--- src/rtl/motd_pkg.sv ---
`default_nettype none

package motd_pkg;

    // Fixed field widths
    localparam int TIME_W    = 32;
    localparam int PERIOD_W  = 24;
    localparam int SLOT_W    = 4;
    localparam int TIDX_W    = 2;
    localparam int CFG_IDX_W = 8;

    // Number of period registers on the configuration port
    localparam int REG_COUNT = 4;

    // Reset periods in microseconds
    localparam logic [PERIOD_W-1:0] PERIOD_RST_0 = 24'd40000;
    localparam logic [PERIOD_W-1:0] PERIOD_RST_1 = 24'd10000;
    localparam logic [PERIOD_W-1:0] PERIOD_RST_2 = 24'd8000;
    localparam logic [PERIOD_W-1:0] PERIOD_RST_3 = 24'd8000;

    // Scan token handed from one cell to the next
    typedef struct packed {
        logic              valid;
        logic              found;
        logic [TIME_W-1:0] best;
        logic [TIME_W-1:0] now;
    } t_scan;

    // Write-back of the start time to the chosen cell
    typedef struct packed {
        logic              en;
        logic [TIME_W-1:0] now;
    } t_wb;

    function automatic logic [PERIOD_W-1:0] period_reset(input int idx);
        logic [PERIOD_W-1:0] val;
        unique case (idx)
            0:       val = PERIOD_RST_0;
            1:       val = PERIOD_RST_1;
            2:       val = PERIOD_RST_2;
            3:       val = PERIOD_RST_3;
            default: val = '0;
        endcase
        return val;
    endfunction

endpackage

`default_nettype wire

--- src/rtl/motd_cell.sv ---
`default_nettype none

module motd_cell import motd_pkg::*; #(
    parameter int IDX   = 0,
    parameter int IDX_W = 2
) (
    input  wire logic                 i_clk,
    input  wire logic                 i_rst_n,
    input  wire logic                 i_cfg_en,
    input  wire logic [CFG_IDX_W-1:0] i_cfg_index,
    input  wire logic [PERIOD_W-1:0]  i_cfg_data,
    input  wire t_scan                i_scan,
    input  wire logic [IDX_W-1:0]     i_pick,
    output t_scan                     o_scan,
    output logic [IDX_W-1:0]          o_pick,
    input  wire t_wb                  i_wb,
    input  wire logic [IDX_W-1:0]     i_wb_pick
);

    localparam bit HAS_REG = (IDX < REG_COUNT);
    localparam logic [IDX_W-1:0] MY_IDX = IDX_W'(IDX);

    logic [PERIOD_W-1:0] r_period;
    logic [TIME_W-1:0]   r_last_start;
    t_scan               r_scan;
    logic [IDX_W-1:0]    r_pick;

    logic [TIME_W-1:0]   diff;
    logic                take;

    // Time left until due; negative means overdue
    assign diff = r_last_start + {{(TIME_W-PERIOD_W){1'b0}}, r_period} - i_scan.now;
    assign take = diff[TIME_W-1] && ($signed(diff) < $signed(i_scan.best));

    // Hold this task's period
    always_ff @(posedge i_clk) begin
        if (!i_rst_n) begin
            r_period <= period_reset(IDX);
        end else if (HAS_REG && i_cfg_en && i_cfg_index == CFG_IDX_W'(IDX)) begin
            r_period <= i_cfg_data;
        end
    end

    // Record the start time when this task is dispatched
    always_ff @(posedge i_clk) begin
        if (!i_rst_n) begin
            r_last_start <= '0;
        end else if (i_wb.en && i_wb_pick == MY_IDX) begin
            r_last_start <= i_wb.now;
        end
    end

    // Advance the scan token, replacing the record when this task is later
    always_ff @(posedge i_clk) begin
        if (!i_rst_n) begin
            r_scan.valid <= 1'b0;
        end else begin
            r_scan.valid <= i_scan.valid;
        end
        r_scan.now <= i_scan.now;
        if (take) begin
            r_scan.found <= 1'b1;
            r_scan.best  <= diff;
            r_pick       <= MY_IDX;
        end else begin
            r_scan.found <= i_scan.found;
            r_scan.best  <= i_scan.best;
            r_pick       <= i_pick;
        end
    end

    assign o_scan = r_scan;
    assign o_pick = r_pick;

endmodule

`default_nettype wire

--- src/rtl/most_overdue_task_dispatcher_unit.sv ---
`default_nettype none

// Most-overdue task dispatcher. Each input beat carries the current microsecond
// time; the block scans TASK_COUNT task cells in a row, one cell per cycle, to
// find the task furthest past its minimum period (lowest index on a tie),
// dispatches it and stores the time as its new start, or else reports the next
// idle logging slot. The accepting edge loads the first cell and each later cell
// takes the token in turn from the one before; the finished scan leaving the row
// is latched in a pending register and then committed to the output register
// once that register is free. A new item is accepted only after the previous
// result has been committed, so the block takes no new item while one is still
// in flight, and a stalled output holds off the next one. Period registers are
// written on the configuration channel, index 0..3, and must be written only
// while the block is idle.

module most_overdue_task_dispatcher_unit import motd_pkg::*; #(
    parameter int TASK_COUNT = 4,
    parameter int IDLE_SLOTS = 10
) (
    input  wire logic                 i_clk,
    input  wire logic                 i_rst_n,
    // configuration channel
    input  wire logic                 i_cfg_valid,
    output logic                      o_cfg_ready,
    input  wire logic [CFG_IDX_W-1:0] i_cfg_index,
    input  wire logic [PERIOD_W-1:0]  i_cfg_data,
    // input stream
    input  wire logic                 i_s_axis_tvalid,
    output logic                      o_s_axis_tready,
    input  wire logic [31:0]          i_s_axis_tdata,   // [31:0] now_us
    // result stream
    output logic                      o_m_axis_tvalid,
    input  wire logic                 i_m_axis_tready,
    output logic [39:0]               o_m_axis_tdata    // [0] dispatched, [2:1] task_index,
                                                        // [34:3] lateness_us,
                                                        // [38:35] log_slot, [39] zero
);

    localparam int IDX_W = $clog2(TASK_COUNT);
    localparam logic [SLOT_W-1:0] LAST_SLOT = SLOT_W'(IDLE_SLOTS - 1);

    t_scan            w_scan [0:TASK_COUNT];
    logic [IDX_W-1:0] w_pick [0:TASK_COUNT];
    logic [TASK_COUNT-1:0] w_stage_v;

    logic             r_busy;
    logic             r_pend_v;
    logic             r_pend_found;
    logic [TIME_W-1:0] r_pend_best;
    logic [TIME_W-1:0] r_pend_now;
    logic [IDX_W-1:0] r_pend_pick;
    logic [SLOT_W-1:0] r_idle_slot;
    logic             r_out_v;
    logic [39:0]      r_out_data;

    logic             accept;
    logic             commit;
    t_wb              wb;
    logic [SLOT_W-1:0] n_idle_slot;
    logic [TIME_W-1:0] lateness;

    assign o_cfg_ready     = 1'b1;
    assign accept          = i_s_axis_tvalid && o_s_axis_tready;
    assign o_s_axis_tready = !r_busy;
    assign commit          = r_pend_v && (!r_out_v || i_m_axis_tready);

    // Launch a scan token with an empty record
    assign w_scan[0].valid = accept;
    assign w_scan[0].found = 1'b0;
    assign w_scan[0].best  = '0;
    assign w_scan[0].now   = i_s_axis_tdata;
    assign w_pick[0]       = '0;

    assign wb.en  = commit && r_pend_found;
    assign wb.now = r_pend_now;

    // Row of task cells
    for (genvar g = 0; g < TASK_COUNT; g++) begin : g_cell
        motd_cell #(
            .IDX   (g),
            .IDX_W (IDX_W)
        ) u_cell (
            .i_clk       (i_clk),
            .i_rst_n     (i_rst_n),
            .i_cfg_en    (i_cfg_valid && o_cfg_ready),
            .i_cfg_index (i_cfg_index),
            .i_cfg_data  (i_cfg_data),
            .i_scan      (w_scan[g]),
            .i_pick      (w_pick[g]),
            .o_scan      (w_scan[g+1]),
            .o_pick      (w_pick[g+1]),
            .i_wb        (wb),
            .i_wb_pick   (r_pend_pick)
        );
        assign w_stage_v[g] = w_scan[g+1].valid;
    end

    // Track one item from accept to commit
    always_ff @(posedge i_clk) begin
        if (!i_rst_n) begin
            r_busy <= 1'b0;
        end else if (accept) begin
            r_busy <= 1'b1;
        end else if (commit) begin
            r_busy <= 1'b0;
        end
    end

    // Hold the finished scan until the output register is free
    always_ff @(posedge i_clk) begin
        if (!i_rst_n) begin
            r_pend_v <= 1'b0;
        end else if (w_scan[TASK_COUNT].valid) begin
            r_pend_v <= 1'b1;
        end else if (commit) begin
            r_pend_v <= 1'b0;
        end
        if (w_scan[TASK_COUNT].valid) begin
            r_pend_found <= w_scan[TASK_COUNT].found;
            r_pend_best  <= w_scan[TASK_COUNT].best;
            r_pend_now   <= w_scan[TASK_COUNT].now;
            r_pend_pick  <= w_pick[TASK_COUNT];
        end
    end

    // Advance the idle logging slot
    assign n_idle_slot = (r_idle_slot == LAST_SLOT) ? '0 : r_idle_slot + 1'b1;
    assign lateness    = '0 - r_pend_best;

    always_ff @(posedge i_clk) begin
        if (!i_rst_n) begin
            r_idle_slot <= '0;
        end else if (commit && !r_pend_found) begin
            r_idle_slot <= n_idle_slot;
        end
    end

    // Output register
    always_ff @(posedge i_clk) begin
        if (!i_rst_n) begin
            r_out_v <= 1'b0;
        end else if (commit) begin
            r_out_v <= 1'b1;
        end else if (i_m_axis_tready) begin
            r_out_v <= 1'b0;
        end
        if (commit) begin
            if (r_pend_found) begin
                r_out_data <= {1'b0, {SLOT_W{1'b0}}, lateness, TIDX_W'(r_pend_pick), 1'b1};
            end else begin
                r_out_data <= {1'b0, r_idle_slot, {TIME_W{1'b0}}, {TIDX_W{1'b0}}, 1'b0};
            end
        end
    end

    assign o_m_axis_tvalid = r_out_v;
    assign o_m_axis_tdata  = r_out_data;

    // At most one scan token travels the row
    a_one_token: assert property (@(posedge i_clk) disable iff (!i_rst_n)
        $onehot0({w_stage_v, r_pend_v}))
        else $error("more than one item in the scan row");

    // An idle beat carries no task and no lateness
    a_idle_clean: assert property (@(posedge i_clk) disable iff (!i_rst_n)
        (o_m_axis_tvalid && !o_m_axis_tdata[0]) |->
            (o_m_axis_tdata[34:1] == '0))
        else $error("idle result carries task fields");

    // The idle slot stays in range
    a_slot_range: assert property (@(posedge i_clk) disable iff (!i_rst_n)
        r_idle_slot <= LAST_SLOT)
        else $error("idle slot out of range");

    // Commit frees the block for the next item
    a_commit_free: assert property (@(posedge i_clk) disable iff (!i_rst_n)
        commit |=> (!r_busy && !r_pend_v))
        else $error("block stays busy after commit");

endmodule

`default_nettype wire
--- config.mk ---
export PLATFORM = sky130hd
export DESIGN_NAME = most_overdue_task_dispatcher_unit
export DESIGN_NICKNAME = d
export VERILOG_FILES = /design/src/rtl/motd_pkg.sv /design/src/rtl/motd_cell.sv /design/src/rtl/most_overdue_task_dispatcher_unit.sv
export SDC_FILE = /design/constraint.sdc
export NUM_CORES = 1
export LEC_CHECK = 0
export BUFFER_PORTS_ARGS = -buffer_cell sky130_fd_sc_hd__buf_4
export CAP_MARGIN = 30
export CORE_MARGIN = 2
export CORE_UTILIZATION = 40
export DETAILED_ROUTE_END_ITERATION = 16
export HOLD_SLACK_MARGIN = 0.15
export PLACE_DENSITY = 0.62
export RECOVER_POWER = 50
export SYNTH_ARGS = -nofsm -noshare
export SYNTH_HDL_FRONTEND = slang
export SYNTH_HIERARCHICAL = 1
export SYNTH_SLANG_ARGS = --single-unit
--- constraint.sdc ---
create_clock -name i_clk -period 11.2 [get_ports i_clk]
set_input_delay 2.24 -clock i_clk [delete_from_list [all_inputs] [get_ports i_clk]]
set_output_delay 2.24 -clock i_clk [all_outputs]
set_load 0.005 [all_outputs]
==> reports/summary.log <==
[timing] number of hold violations in the final report 0
[place] dpl hpwl 64900 µm
[cts] number of post-CTS setup repair buffers 0
[cts] clock-pin slew on the worst setup and hold paths 0.06 ns
[timing] Layout Skew 0.0268 ns
[routing] number of design-rule violations left by the first detailed-router iteration 1486
[cts] number of buffers added by the clock tree synthesis step 69
[global_routing] wire length of the first global-routing pass 130000 µm
[floorplan] initial core utilization 40.5%
[layout] growth of design area from synthesis to finish 12.6%
[timing] Slew headroom -139%
[critical_path] signal arrival time at the worst endpoint 8.52 ns
[yosys] synthesis warning total 6
[timing] actual transition at the worst max-transition pin 3.58 ns
[timing] peak clock frequency supported by timing 125 MHz
[pwr] Max rail drop VDD 0.0916 mV
[global_routing] global route total overflow 0
[yosys] area of the mapped netlist 0.0340 mm²
[timing] Final Slew Violations 288
[timing] final worst path period share 71.4%
[layout] fraction of final layout cells sized beyond drive strength 1 9.86%
[yosys] Post-Syn Area per Cell 9.57 µm²
[outcome] result of the run finished, violations left
[cts] clock root buffer master clkbuf_16
[critical_path] top cell family by delay on the critical path buffers and inverters
[timing] final critical-path required period 8.00 ns
[global_routing] number of antenna violations at the first check in global routing 3
[global_routing] largest net degree at the start of global routing 85
[outcome] violations in the final reports max-capacitance violations, max-slew violations
[layout] final net count 4143
[critical_path] launch point of the worst reg-to-reg path g_cell[0].u_cell/r_period[1]$_SDFFE_PN0P_
[layout] commonest non-fill, non-tap cell in the layout inv_1
[critical_path] worst path required time 11.72 ns
[yosys] number of flops mapped to enable cells by yosys 106
[yosys] fraction of synthesis flops using an asynchronous set or reset pin 0%
[yosys] sequential area share after synthesis 39.0%
[place] GP Congestion 0.892
[floorplan] Top Ports 112
[yosys] distinct cell type count after synthesis 98
[critical_path] Worst setup startpoint i_rst_n
[timing] total of endpoints with negative setup slack in the final report 0
[cts] sink count of the clock tree 609
[critical_path] Slowest-stage cell, CP clkbuf_1
[timing] final-layout setup total negative slack 0 ns
[cts] clock latency on the worst-skew pair 0.62 ns
[place] Port-buffer cells 109
[floorplan] Floorplan Core Area 0.0838 mm²
[timing] setup repair after global routing missed its margin no
[cts] CTS H-Tree Depth 3
[routing] total wire length after detailed routing 83700 µm
[global_routing] vias in the first global route 23500
[critical_path] Worst path most repeated cell clkbuf_1
[routing] DRC viols 0
[hold_path] worst min-delay path class flop to flop
[place] pre-CTS worst setup slack 2.87 ns
[critical_path] Setup crit start kind primary input
[cts] post-cts gate resize count 0
[global_routing] total global-route track usage 19.2%
[job] Max Cap Viol 5
[routing] Via density 4.92
[routing] Pre-Repair DR Iteration Count 5
[floorplan] die height 295 µm
[floorplan] number of placement rows 106
[critical_path] cell-by-cell listing of the critical path clkbuf_1, clkbuf_1, buf_4, a21boi_0
[cts] CTS tree yes
[yosys] Post-Syn Instances 3549
[pwr] Static Leakage 0.0172 µW
[critical_path] Max FO, Critical Path 84
[hold_path] hold path startpoint g_cell[1].u_cell/o_scan[30]$_DFF_P_
[critical_path] buffering stage count on the worst path with inverters included 3
[routing] antenna-violating nets left 0
[floorplan] Die Area 0.0873 mm²
[pwr] Pwr per Cell Area 144 mW/mm²
[timing] minimum setup slack in the final design 3.20 ns
[layout] number of fillers in the final layout 8074
[critical_path] classification of the worst setup path primary input to flop
[yosys] Post-synth top flop dfxtp_1
[floorplan] width of the die 295 µm
[layout] commonest cells after routing, fill and taps aside inv_1, dfxtp_1, nand2_1
[cts] number of buffers between clock root and the deepest sink 3
[yosys] synthesis-stage register bit count 609
[routing] average wire per cell in the routed design 17.1 µm
[critical_path] kind of end point of the critical path flop
[critical_path] slowest stage delay, CP 2.64 ns
[routing] number of vias after detailed routing 24000
[cts] Post-CTS Hold Buffers 0
## final timing paths
kind / to / slack [ns] / depth (start not counted)
max reg2reg: g_cell[0].u_cell/o_scan[36]$_DFF_P_ / 4.84 / 18
min: g_cell[2].u_cell/o_scan[30]$_DFF_P_ / 0.35 / 0
min reg2reg: g_cell[2].u_cell/o_scan[30]$_DFF_P_ / 0.35 / 0
max: g_cell[2].u_cell/r_last_start[13]$_SDFFE_PN0P_ / 3.20 / 4
## Yosys cell counts (18+ instances only)
cell	count	share of area, %
fa_1	96	5.7
a21boi_0	136	3.0
nor2_1	95	1.0
a21oi_1	153	2.3
mux2_2	23	0.76
mux2_4	89	3.9
nand2_1	409	4.5
ha_1	281	10
mux2i_1	107	3.2
clkbuf_1	84	0.93
o211ai_1	25	0.55
nand3_1	34	0.50
a31oi_1	18	0.33
inv_1	581	6.4
and2_1	21	0.39
nand4_1	36	0.66
nor3_1	48	0.71
nand2b_1	27	0.50
o21ai_0	85	1.3
o21bai_1	18	0.40
nor4_1	19	0.35
a21o_1	65	1.4
edfxtp_1	106	9.4
nor2b_1	100	1.8
xor2_1	45	1.2
dfxtp_1	503	30
o21a_1	22	0.49
xnor2_1	79	2.0
## report_power, final
part           internal, µW  switching [µW]
logic                   350             388
registers              2370            77.2
clock network          1420             930
## metrics by stage
stage	power [µW]	hold slack [ns]	instance area [µm²]	instances	util, %
floorplan	3020	0.331	34200	3614	-
global placement	3210	0.336	36000	4758	43.0
detailed placement	3220	0.338	36100	4760	43.0
finish	5530	0.351	38300	4886	45.7
global route	5770	0.355	38300	4886	45.7
CTS	5580	0.351	38400	4885	45.9
## sequential cells by signal (all words and copies together) (netlist names)
name / cells
g_cell.u_cell/o_scan: 264
g_cell.u_cell/r_last_start: 128
g_cell.u_cell/r_period: 96
o_m_axis_tdata: 39
r_pend_best: 32
r_pend_now: 32
g_cell.u_cell/o_pick: 8
r_idle_slot: 4
r_pend_pick: 2
o_m_axis_tvalid: 1
r_busy: 1
r_pend_found: 1
r_pend_v: 1
## cell type report
type,instances,area (µm²),share of cell area (%)
tap,1134,1420,3.71
clock inverter,29,349,0.912
timing repair buffer,123,805,2.10
multi-input combinational,2312,18200,47.6
sequential,609,13300,34.6
inverter,582,2180,5.71
clock buffer,96,2030,5.32
antenna,1,2.50,0.00654
## cells by family (layout without fill, tap and decap cells)
kind of cell,Yosys count,after routing,synth area share [%]
AO/OA/AOI/OAI,648,648,13.2
XOR/XNOR,125,125,3.24
adder cells (fa/ha/maj),377,377,16.0
buffers and inverters,693,830,8.08
flip-flops,609,609,39.0
multiplexers,228,228,8.15
other,2,68,0.0221
AND/OR/NAND/NOR,867,867,12.4
## layer usage
layer / wire, µm / track usage (%)
met5: 0 / 0
met4: 2200 / 5.40
met3: 4130 / 2.53
met2: 35600 / 29.8
met1: 41800 / 28.0
No activity file was read; power rests on OpenSTA's default activity.
